[src/rtl/ple_pkg.sv]
// ----------------------------------------------------------------------------
// ple_pkg: shared codes for the positional list engine
// Command codes, status codes and the fixed field widths of the command and
// result beats.
// ----------------------------------------------------------------------------
package ple_pkg;

  localparam int unsigned OP_W    = 3;
  localparam int unsigned POS_W   = 7;
  localparam int unsigned VAL_W   = 32;
  localparam int unsigned STAT_W  = 2;

  localparam logic [OP_W-1:0] OP_APPEND = 3'd0;
  localparam logic [OP_W-1:0] OP_INSERT = 3'd1;
  localparam logic [OP_W-1:0] OP_REMOVE = 3'd2;
  localparam logic [OP_W-1:0] OP_GET    = 3'd3;
  localparam logic [OP_W-1:0] OP_SET    = 3'd4;
  localparam logic [OP_W-1:0] OP_SEARCH = 3'd5;
  localparam logic [OP_W-1:0] OP_CLEAR  = 3'd6;

  localparam logic [STAT_W-1:0] ST_OK    = 2'd0;
  localparam logic [STAT_W-1:0] ST_RANGE = 2'd1;
  localparam logic [STAT_W-1:0] ST_FULL  = 2'd2;

  localparam logic [POS_W-1:0] FOUND_NONE = 7'h7f;

endpackage

[src/rtl/ple_store.sv]
// ----------------------------------------------------------------------------
// ple_store: entry storage of the positional list engine
// One write port and one read port with registered read data.
// ----------------------------------------------------------------------------
module ple_store #(
  parameter int unsigned Depth = 64,
  parameter int unsigned Width = 32,
  localparam int unsigned AddrW = $clog2(Depth)
) (
  input  logic             clk_i,
  input  logic             we_i,
  input  logic [AddrW-1:0] waddr_i,
  input  logic [Width-1:0] wdata_i,
  input  logic [AddrW-1:0] raddr_i,
  output logic [Width-1:0] rdata_o
);

  logic [Width-1:0] mem_q [Depth];
  logic [Width-1:0] rdata_q;

  always_ff @(posedge clk_i) begin
    if (we_i) begin
      mem_q[waddr_i] <= wdata_i;
    end
    rdata_q <= mem_q[raddr_i];
  end

  assign rdata_o = rdata_q;

endmodule

[src/rtl/positional_list_engine_core.sv]
// ----------------------------------------------------------------------------
// positional_list_engine_core: fixed-capacity ordered list of data words
// Append, insert, remove, get, set, search and clear on a list kept in a
// single-port-write, registered-read memory, walked one entry per cycle.
// ----------------------------------------------------------------------------
// A command beat is taken when start is high and busy is low; its result is
// shown for exactly one cycle with done_o high and cannot be held off.
// With n entries held and target position p: append, set, clear, insert at
// the end, search on an empty list and every error finish from idle; get
// reads entry p; remove walks entries p to n-1; insert in the middle walks
// n-1 down to p, then writes the word; search stops at the first match.
// The memory gives one read and one write per cycle, so moving or
// comparing entries goes one entry per cycle through the read port.
// ----------------------------------------------------------------------------
module positional_list_engine_core #(
  parameter int unsigned CAPACITY   = 64,
  parameter int unsigned WORD_WIDTH = 32
) (
  input  logic                                clk_i,
  input  logic                                rst_ni,
  input  logic                                start,
  output logic                                busy,
  input  logic [ple_pkg::OP_W-1:0]            op_i,
  input  logic [ple_pkg::POS_W-1:0]           position_i,
  input  logic [ple_pkg::VAL_W-1:0]           value_i,
  output logic                                done_o,
  output logic [ple_pkg::STAT_W-1:0]          status_o,
  output logic [ple_pkg::VAL_W-1:0]           read_value_o,
  output logic signed [ple_pkg::POS_W-1:0]    found_position_o,
  output logic [ple_pkg::POS_W-1:0]           entry_count_o
);

  localparam int unsigned IdxW = $clog2(CAPACITY);
  localparam int unsigned CntW = $clog2(CAPACITY + 1);
  localparam int unsigned CmpW = (CntW > ple_pkg::POS_W) ? CntW : ple_pkg::POS_W;
  localparam int unsigned StW  = (WORD_WIDTH < ple_pkg::VAL_W) ? WORD_WIDTH
                                                               : ple_pkg::VAL_W;

  localparam logic [1:0] S_IDLE  = 2'd0;
  localparam logic [1:0] S_SCAN  = 2'd1;
  localparam logic [1:0] S_FINAL = 2'd2;

  logic [1:0]                   state_q, state_d;
  logic [CntW-1:0]              fill_q, fill_d;
  logic                         issue_q, issue_d;
  logic                         rvalid_q, rvalid_d;
  logic                         rlast_q, rlast_d;
  logic                         done_q, done_d;
  logic [ple_pkg::OP_W-1:0]     mode_q, mode_d;
  logic [IdxW-1:0]              ptr_q, ptr_d;
  logic [IdxW-1:0]              end_q, end_d;
  logic [IdxW-1:0]              raddr_q, raddr_d;
  logic [IdxW-1:0]              pos_q, pos_d;
  logic [StW-1:0]               val_q, val_d;
  logic [ple_pkg::STAT_W-1:0]   status_q, status_d;
  logic [ple_pkg::VAL_W-1:0]    rdval_q, rdval_d;
  logic [ple_pkg::POS_W-1:0]    found_q, found_d;

  logic                         we;
  logic [IdxW-1:0]              waddr;
  logic [StW-1:0]               wdata;
  logic [StW-1:0]               rdata;

  logic                         accept;
  logic                         is_full;
  logic                         past_end;
  logic                         not_held;
  logic [IdxW-1:0]              pos_idx;
  logic [IdxW-1:0]              fill_idx;
  logic [StW-1:0]               val_in;

  assign busy     = (state_q != S_IDLE);
  assign accept   = start && !busy;
  assign is_full  = (fill_q == CntW'(CAPACITY));
  assign past_end = (CmpW'(position_i) > CmpW'(fill_q));
  assign not_held = (CmpW'(position_i) >= CmpW'(fill_q));
  assign pos_idx  = IdxW'(position_i);
  assign fill_idx = IdxW'(fill_q);
  assign val_in   = value_i[StW-1:0];

  ple_store #(
    .Depth (CAPACITY),
    .Width (StW)
  ) u_store (
    .clk_i   (clk_i),
    .we_i    (we),
    .waddr_i (waddr),
    .wdata_i (wdata),
    .raddr_i (ptr_q),
    .rdata_o (rdata)
  );

  always_comb begin
    state_d  = state_q;
    fill_d   = fill_q;
    issue_d  = issue_q;
    rvalid_d = 1'b0;
    rlast_d  = rlast_q;
    done_d   = 1'b0;
    mode_d   = mode_q;
    ptr_d    = ptr_q;
    end_d    = end_q;
    raddr_d  = raddr_q;
    pos_d    = pos_q;
    val_d    = val_q;
    status_d = status_q;
    rdval_d  = rdval_q;
    found_d  = found_q;
    we       = 1'b0;
    waddr    = fill_idx;
    wdata    = val_in;

    case (state_q)
      S_IDLE: begin
        if (accept) begin
          done_d   = 1'b1;
          status_d = ple_pkg::ST_OK;
          rdval_d  = '0;
          found_d  = ple_pkg::FOUND_NONE;
          mode_d   = op_i;
          pos_d    = pos_idx;
          val_d    = val_in;
          case (op_i)
            ple_pkg::OP_APPEND: begin
              if (is_full) begin
                status_d = ple_pkg::ST_FULL;
              end else begin
                we     = 1'b1;
                waddr  = fill_idx;
                fill_d = fill_q + CntW'(1);
              end
            end
            ple_pkg::OP_INSERT: begin
              if (past_end) begin
                status_d = ple_pkg::ST_RANGE;
              end else if (is_full) begin
                status_d = ple_pkg::ST_FULL;
              end else if (CmpW'(position_i) == CmpW'(fill_q)) begin
                we     = 1'b1;
                waddr  = fill_idx;
                fill_d = fill_q + CntW'(1);
              end else begin
                done_d  = 1'b0;
                state_d = S_SCAN;
                issue_d = 1'b1;
                ptr_d   = IdxW'(fill_q - CntW'(1));
                end_d   = pos_idx;
              end
            end
            ple_pkg::OP_REMOVE, ple_pkg::OP_GET: begin
              if (not_held) begin
                status_d = ple_pkg::ST_RANGE;
              end else begin
                done_d  = 1'b0;
                state_d = S_SCAN;
                issue_d = 1'b1;
                ptr_d   = pos_idx;
                end_d   = (op_i == ple_pkg::OP_GET) ? pos_idx
                                                    : IdxW'(fill_q - CntW'(1));
              end
            end
            ple_pkg::OP_SET: begin
              if (not_held) begin
                status_d = ple_pkg::ST_RANGE;
              end else begin
                we    = 1'b1;
                waddr = pos_idx;
              end
            end
            ple_pkg::OP_SEARCH: begin
              if (fill_q != '0) begin
                done_d  = 1'b0;
                state_d = S_SCAN;
                issue_d = 1'b1;
                ptr_d   = '0;
                end_d   = IdxW'(fill_q - CntW'(1));
              end
            end
            ple_pkg::OP_CLEAR: begin
              fill_d = '0;
            end
            default: begin
            end
          endcase
        end
      end

      S_SCAN: begin
        if (issue_q) begin
          rvalid_d = 1'b1;
          raddr_d  = ptr_q;
          rlast_d  = (ptr_q == end_q);
          issue_d  = (ptr_q != end_q);
          ptr_d    = (mode_q == ple_pkg::OP_INSERT) ? ptr_q - IdxW'(1)
                                                    : ptr_q + IdxW'(1);
        end
        if (rvalid_q) begin
          case (mode_q)
            ple_pkg::OP_INSERT: begin
              we    = 1'b1;
              waddr = raddr_q + IdxW'(1);
              wdata = rdata;
              if (rlast_q) begin
                state_d = S_FINAL;
              end
            end
            ple_pkg::OP_REMOVE: begin
              if (raddr_q == pos_q) begin
                rdval_d = ple_pkg::VAL_W'(rdata);
              end else begin
                we    = 1'b1;
                waddr = raddr_q - IdxW'(1);
                wdata = rdata;
              end
              if (rlast_q) begin
                fill_d  = fill_q - CntW'(1);
                done_d  = 1'b1;
                state_d = S_IDLE;
              end
            end
            ple_pkg::OP_GET: begin
              rdval_d = ple_pkg::VAL_W'(rdata);
              done_d  = 1'b1;
              state_d = S_IDLE;
            end
            ple_pkg::OP_SEARCH: begin
              if (rdata == val_q) begin
                found_d = ple_pkg::POS_W'(raddr_q);
                done_d  = 1'b1;
                state_d = S_IDLE;
              end else if (rlast_q) begin
                done_d  = 1'b1;
                state_d = S_IDLE;
              end
            end
            default: begin
              done_d  = 1'b1;
              state_d = S_IDLE;
            end
          endcase
          if (state_d == S_IDLE) begin
            issue_d = 1'b0;
          end
        end
      end

      S_FINAL: begin
        we      = 1'b1;
        waddr   = pos_q;
        wdata   = val_q;
        fill_d  = fill_q + CntW'(1);
        done_d  = 1'b1;
        state_d = S_IDLE;
      end

      default: begin
        state_d = S_IDLE;
        issue_d = 1'b0;
      end
    endcase
  end

  always_ff @(posedge clk_i or negedge rst_ni) begin
    if (!rst_ni) begin
      state_q  <= S_IDLE;
      fill_q   <= '0;
      issue_q  <= 1'b0;
      rvalid_q <= 1'b0;
      done_q   <= 1'b0;
    end else begin
      state_q  <= state_d;
      fill_q   <= fill_d;
      issue_q  <= issue_d;
      rvalid_q <= rvalid_d;
      done_q   <= done_d;
    end
  end

  always_ff @(posedge clk_i) begin
    rlast_q  <= rlast_d;
    mode_q   <= mode_d;
    ptr_q    <= ptr_d;
    end_q    <= end_d;
    raddr_q  <= raddr_d;
    pos_q    <= pos_d;
    val_q    <= val_d;
    status_q <= status_d;
    rdval_q  <= rdval_d;
    found_q  <= found_d;
  end

  assign done_o           = done_q;
  assign status_o         = status_q;
  assign read_value_o     = rdval_q;
  assign found_position_o = $signed(found_q);
  assign entry_count_o    = ple_pkg::POS_W'(fill_q);

  a_fill_bound: assert property (@(posedge clk_i) disable iff (!rst_ni)
    fill_q <= CntW'(CAPACITY))
    else $error("entry count above capacity");

  a_clear_empties: assert property (@(posedge clk_i) disable iff (!rst_ni)
    accept && op_i == ple_pkg::OP_CLEAR |=> fill_q == '0 && done_q)
    else $error("clear did not empty the list");

  a_full_status: assert property (@(posedge clk_i) disable iff (!rst_ni)
    done_q && status_q == ple_pkg::ST_FULL |-> is_full)
    else $error("full status while list not full");

  a_found_clean: assert property (@(posedge clk_i) disable iff (!rst_ni)
    done_q && found_q != ple_pkg::FOUND_NONE |-> status_q == ple_pkg::ST_OK && rdval_q == '0)
    else $error("search hit with bad status or data");

  a_no_done_busy: assert property (@(posedge clk_i) disable iff (!rst_ni)
    state_q != S_IDLE |-> !done_q)
    else $error("result beat while walking entries");

endmodule

[config.mk]
export PLATFORM = sky130hd
export DESIGN_NAME = positional_list_engine_core
export DESIGN_NICKNAME = d
export VERILOG_FILES = /design/src/rtl/ple_pkg.sv /design/src/rtl/ple_store.sv /design/src/rtl/positional_list_engine_core.sv
export SDC_FILE = /design/constraint.sdc
export NUM_CORES = 2
export LEC_CHECK = 0
export BUFFER_PORTS_ARGS = -buffer_cell sky130_fd_sc_hd__buf_2
export CAP_MARGIN = 30
export CELL_PAD_IN_SITES_DETAIL_PLACEMENT = 0
export CELL_PAD_IN_SITES_GLOBAL_PLACEMENT = 1
export CORE_MARGIN = 2
export CORE_UTILIZATION = 55
export CTS_CLUSTER_SIZE = 25
export DETAILED_ROUTE_END_ITERATION = 10
export PLACE_DENSITY_LB_ADDON = 0.1
export SLEW_MARGIN = 15
export SYNTH_ARGS = -nofsm -noshare
export SYNTH_HDL_FRONTEND = slang
export SYNTH_HIERARCHICAL = 1
export SYNTH_SLANG_ARGS = --single-unit
[constraint.sdc]
create_clock -name clk_i -period 14.6 [get_ports clk_i]
set_input_delay 0.73 -clock clk_i [delete_from_list [all_inputs] [get_ports clk_i]]
set_output_delay 0.73 -clock clk_i [all_outputs]
set_load 0.02 [all_outputs]
==> impl_metrics.csv <==
group,metric,value,unit
worst_setup_path,endpoint_kind,"flip-flop",
detailed_routing,route.detailed.wl_per_inst,35.3,µm
global_route,grt_pass1_wl,332000,µm
clock_network,cts_buffers,213,
detailed_routing,drc,0,
sta,rsz0062_at_grt,"no",
placed_design,io_buffers,94,
worst_setup_path,worst_ep_arrival_time,5.60,ns
sta,max_freq,196,MHz
floorplanning,fp.dieW,400,µm
detailed_routing,ant_nets,0,
global_route,grt.overflow.total,0,
synthesis,netlist.area_leader.share,0.747,
synthesis,yosysTopAreaCell,"edfxtp_1",
run,cap_violations,0,
power_and_ir_drop,power_density,211,nW/µm²
sta,maxSlewViolCount,0,
floorplanning,die_y,400,µm
cells_and_area,layout.nets,4559,
clock_network,clockRootBuffer,"clkbuf_16",
floorplanning,io_pins,95,
cells_and_area,final_layout_size_suffix_gt1_frac,0.247,
detailed_routing,drt_iter0_markers,6211,
hold_path,min_path_type,"input pin to flip-flop",
sta,worst-slew-pin-transition,1.09,ns
worst_setup_path,startpoint_type,"flip-flop",
synthesis,synth_cell_types,89,
clock_network,clock-sinks,2193,
power_and_ir_drop,ir_worst_vdd,0.137,mV
placed_design,hpwl,144000,µm
worst_setup_path,worstSetupPathType,"flip-flop to flip-flop",
detailed_routing,firstDrtPassIters,6,
floorplanning,coreArea,156000,µm²
floorplanning,start_util,0.553,
detailed_routing,via_per_inst,6.67,
cells_and_area,area_delta_synth_final,12.8,%
synthesis,syn_inst,4252,
global_route,grt_start_max_net_pins,110,
worst_setup_path,rrSetupSlack,9.49,ns
global_route,grt_pass1_vias,42800,
synthesis,synth_edf_count,2149,
synthesis,synth_warnings,6,
placed_design,post_dp_cell_area,90700,µm²
synthesis,ys_ff_latch,2193,
clock_network,cts_tree,"built",
sta,setup_violations,0,
clock_network,clk_latency,0.86,ns
sta,relSlewSlack,0.272,
sta,fin_skew,0.0317,ns
clock_network,postCtsSetupBuffers,0,
worst_setup_path,crit_fanout,20,
detailed_routing,vias,44900,
worst_setup_path,cp.required,15.09,ns
detailed_routing,routed_wl,238000,µm
clock_network,clock_path_buffers,3,
synthesis,synthesis.area_per_instance,20.3,µm²
worst_setup_path,reg2reg_from,"entry_count_o[3]$_DFFE_PN0P_",
global_route,antenna_found_initial,23,
synthesis,yosys-top-cells-area,"edfxtp_1, mux4_2, mux2i_1, a22oi_1, dfxtp_1",
clock_network,cts.repair.resized,0,
sta,post-route-period-util,0.350,
sta,min_period,5.11,ns
synthesis,synth_ff_type,"edfxtp_1",
power_and_ir_drop,power.leakage,31.2,nW
synthesis,yosysSeqAreaShare,0.758,
clock_network,clk_pin_slew,0.06,ns
hold_path,min-delay-start,"value_i[10]",
status,status,"finished, final reports clean",
cells_and_area,final_area,97500,µm²
sta,finalHoldViolCount,0,
sta,finalSetupTns,0,ns
floorplanning,rows,145,
synthesis,synth_area,86400,µm²
clock_network,htree_levels,4,
cells_and_area,final_util,0.624,
floorplanning,dieArea,160000,µm²
global_route,grt_usage,0.297,
synthesis,synthArstFlopShare,0.00547,
placed_design,place_congestion,0.907,
worst_setup_path,crit_start,"entry_count_o[3]$_DFFE_PN0P_",
synthesis,syn_nets,4318,
-- metal layers --
metal	part of all wire	track usage	vias to the layer above
met5	0.00027	0	-
met4	0.035	0.0981	10
met3	0.10	0.0580	339
met2	0.45	0.442	2458
met1	0.41	0.448	23900
li1	-	-	18200
-- power by group --
group	leakage, nW	internal, W	switching (W)
Clock	3.25	0.00292	0.00234
Sequential	20.0	0.00800	0.000243
Combinational	7.97	0.00225	0.00479
-- synthesized netlist by cell type, types with 37 or more instances --
cell type / number
a22oi_1: 167
edfxtp_1: 2149
o22ai_1: 54
mux4_2: 446
o21ai_0: 75
a21oi_1: 92
and2_1: 37
nand2_1: 66
nor2_1: 117
nand3_1: 63
buf_2: 65
clkbuf_1: 106
nor2b_1: 54
mux2i_1: 191
-- layout by cell type (no fill, tap or decap), types with 10 or more instances in the layout --
cell type,Yosys,layout
and2_1,37,35
mux4_2,446,446
nor2_1,117,51
nor3_1,19,19
buf_4,28,137
a31oi_1,24,24
buf_12,3,27
nand3_1,63,63
o22a_1,14,14
o221ai_1,18,17
ha_1,20,19
o21ai_4,0,31
and3_1,13,13
nand2_1,66,66
bufinv_16,0,10
a22oi_1,167,167
inv_1,28,27
edfxtp_1,2149,2149
a311o_1,12,12
o211ai_1,18,18
xnor2_1,20,20
clkbuf_16,0,214
mux2i_1,191,191
o22ai_1,54,54
clkbuf_1,106,57
dfrtp_1,12,12
clkinv_1,0,42
nand2b_1,19,19
a221oi_1,10,10
nor2b_1,54,51
a22o_1,15,15
buf_16,0,12
o21ai_0,75,73
a211oi_1,24,24
xor2_1,35,35
a21oi_1,92,91
buf_2,65,94
nor2_4,0,65
clkinv_2,0,44
dfxtp_1,32,32
-- layout make-up --
type	instances	area [µm²]
inverters	29	109
clock buffers	278	5670
flip-flops and latches	2193	65500
clock inverters	117	960
multi-input cells	1781	20300
repair buffers	275	2430
fillers	10800	58700
well taps	2058	2570
diodes	6	15.0
-- path summary, 6_finish.rpt --
path / end / depth (start not counted)
setup / recovery: u_store/mem_q[26][26]$_DFFE_PP_ / 11
hold reg to reg: issue_q$_DFFE_PN0P_ / 2
min in group asynchronous: entry_count_o[3]$_DFFE_PN0P_ / 2
max in group asynchronous: rvalid_q$_DFF_PN0_ / 2
setup reg to reg: u_store/mem_q[26][26]$_DFFE_PP_ / 11
hold / removal: val_q[10]$_DFFE_PP_ / 1
-- repair_timing --
item | in CTS | in global routing
setup endpoints to repair | 0 | 0
hold endpoints to repair | 12 | 0
hold buffers | 1 | 0
-- logic make-up after synthesis --
kind of cell / synth area share
XOR/XNOR: 0.00557
multiplexers: 0.139
AO/OA/AOI/OAI: 0.0499
buffers and inverters: 0.0182
AND/OR/NAND/NOR: 0.0266
adder cells (fa/ha/maj): 0.00313
flip-flops: 0.758
-- stage by stage --
step / hold WS [ns] / total power, W / setup slack (ns) / instances
6_report: 0.117 / 0.0205 / 9.49 / 6737
5_1_grt: 0.0951 / 0.0211 / 9.30 / 6732
3_5_place_dp: 0.536 / 0.0153 / 9.25 / 6328
2_1_floorplan: 0.434 / 0.0124 / 9.22 / 4252
3_3_place_gp: 0.528 / 0.0152 / 9.00 / 6297
4_1_cts: 0.0604 / 0.0205 / 9.57 / 6724
-- worst max-delay path: stages, from the launching register on --
cell	delay [ns]
dfrtp_1	0.55
inv_1	0.21
ha_1	0.32
nand4_1	0.16
nor2_1	0.16
a211oi_4	0.49
a22oi_1	0.14
o221ai_1	0.64
buf_4	0.27
nand3b_1	0.62
nor2_4	0.68
buf_4	0.45
-- sequential cells by signal, indices dropped and copies added (netlist names), 2 cells and up --
| name | flops |
|---|---|
| u_store/mem_q | 2048 |
| read_value_o | 32 |
| u_store/rdata_o | 32 |
| val_q | 32 |
| entry_count_o | 7 |
| found_position_o | 7 |
| end_q | 6 |
| pos_q | 6 |
| ptr_q | 6 |
| raddr_q | 6 |
| mode_q | 3 |
| state_q | 2 |
| status_o | 2 |
Power figures use the tool's default switching activity.
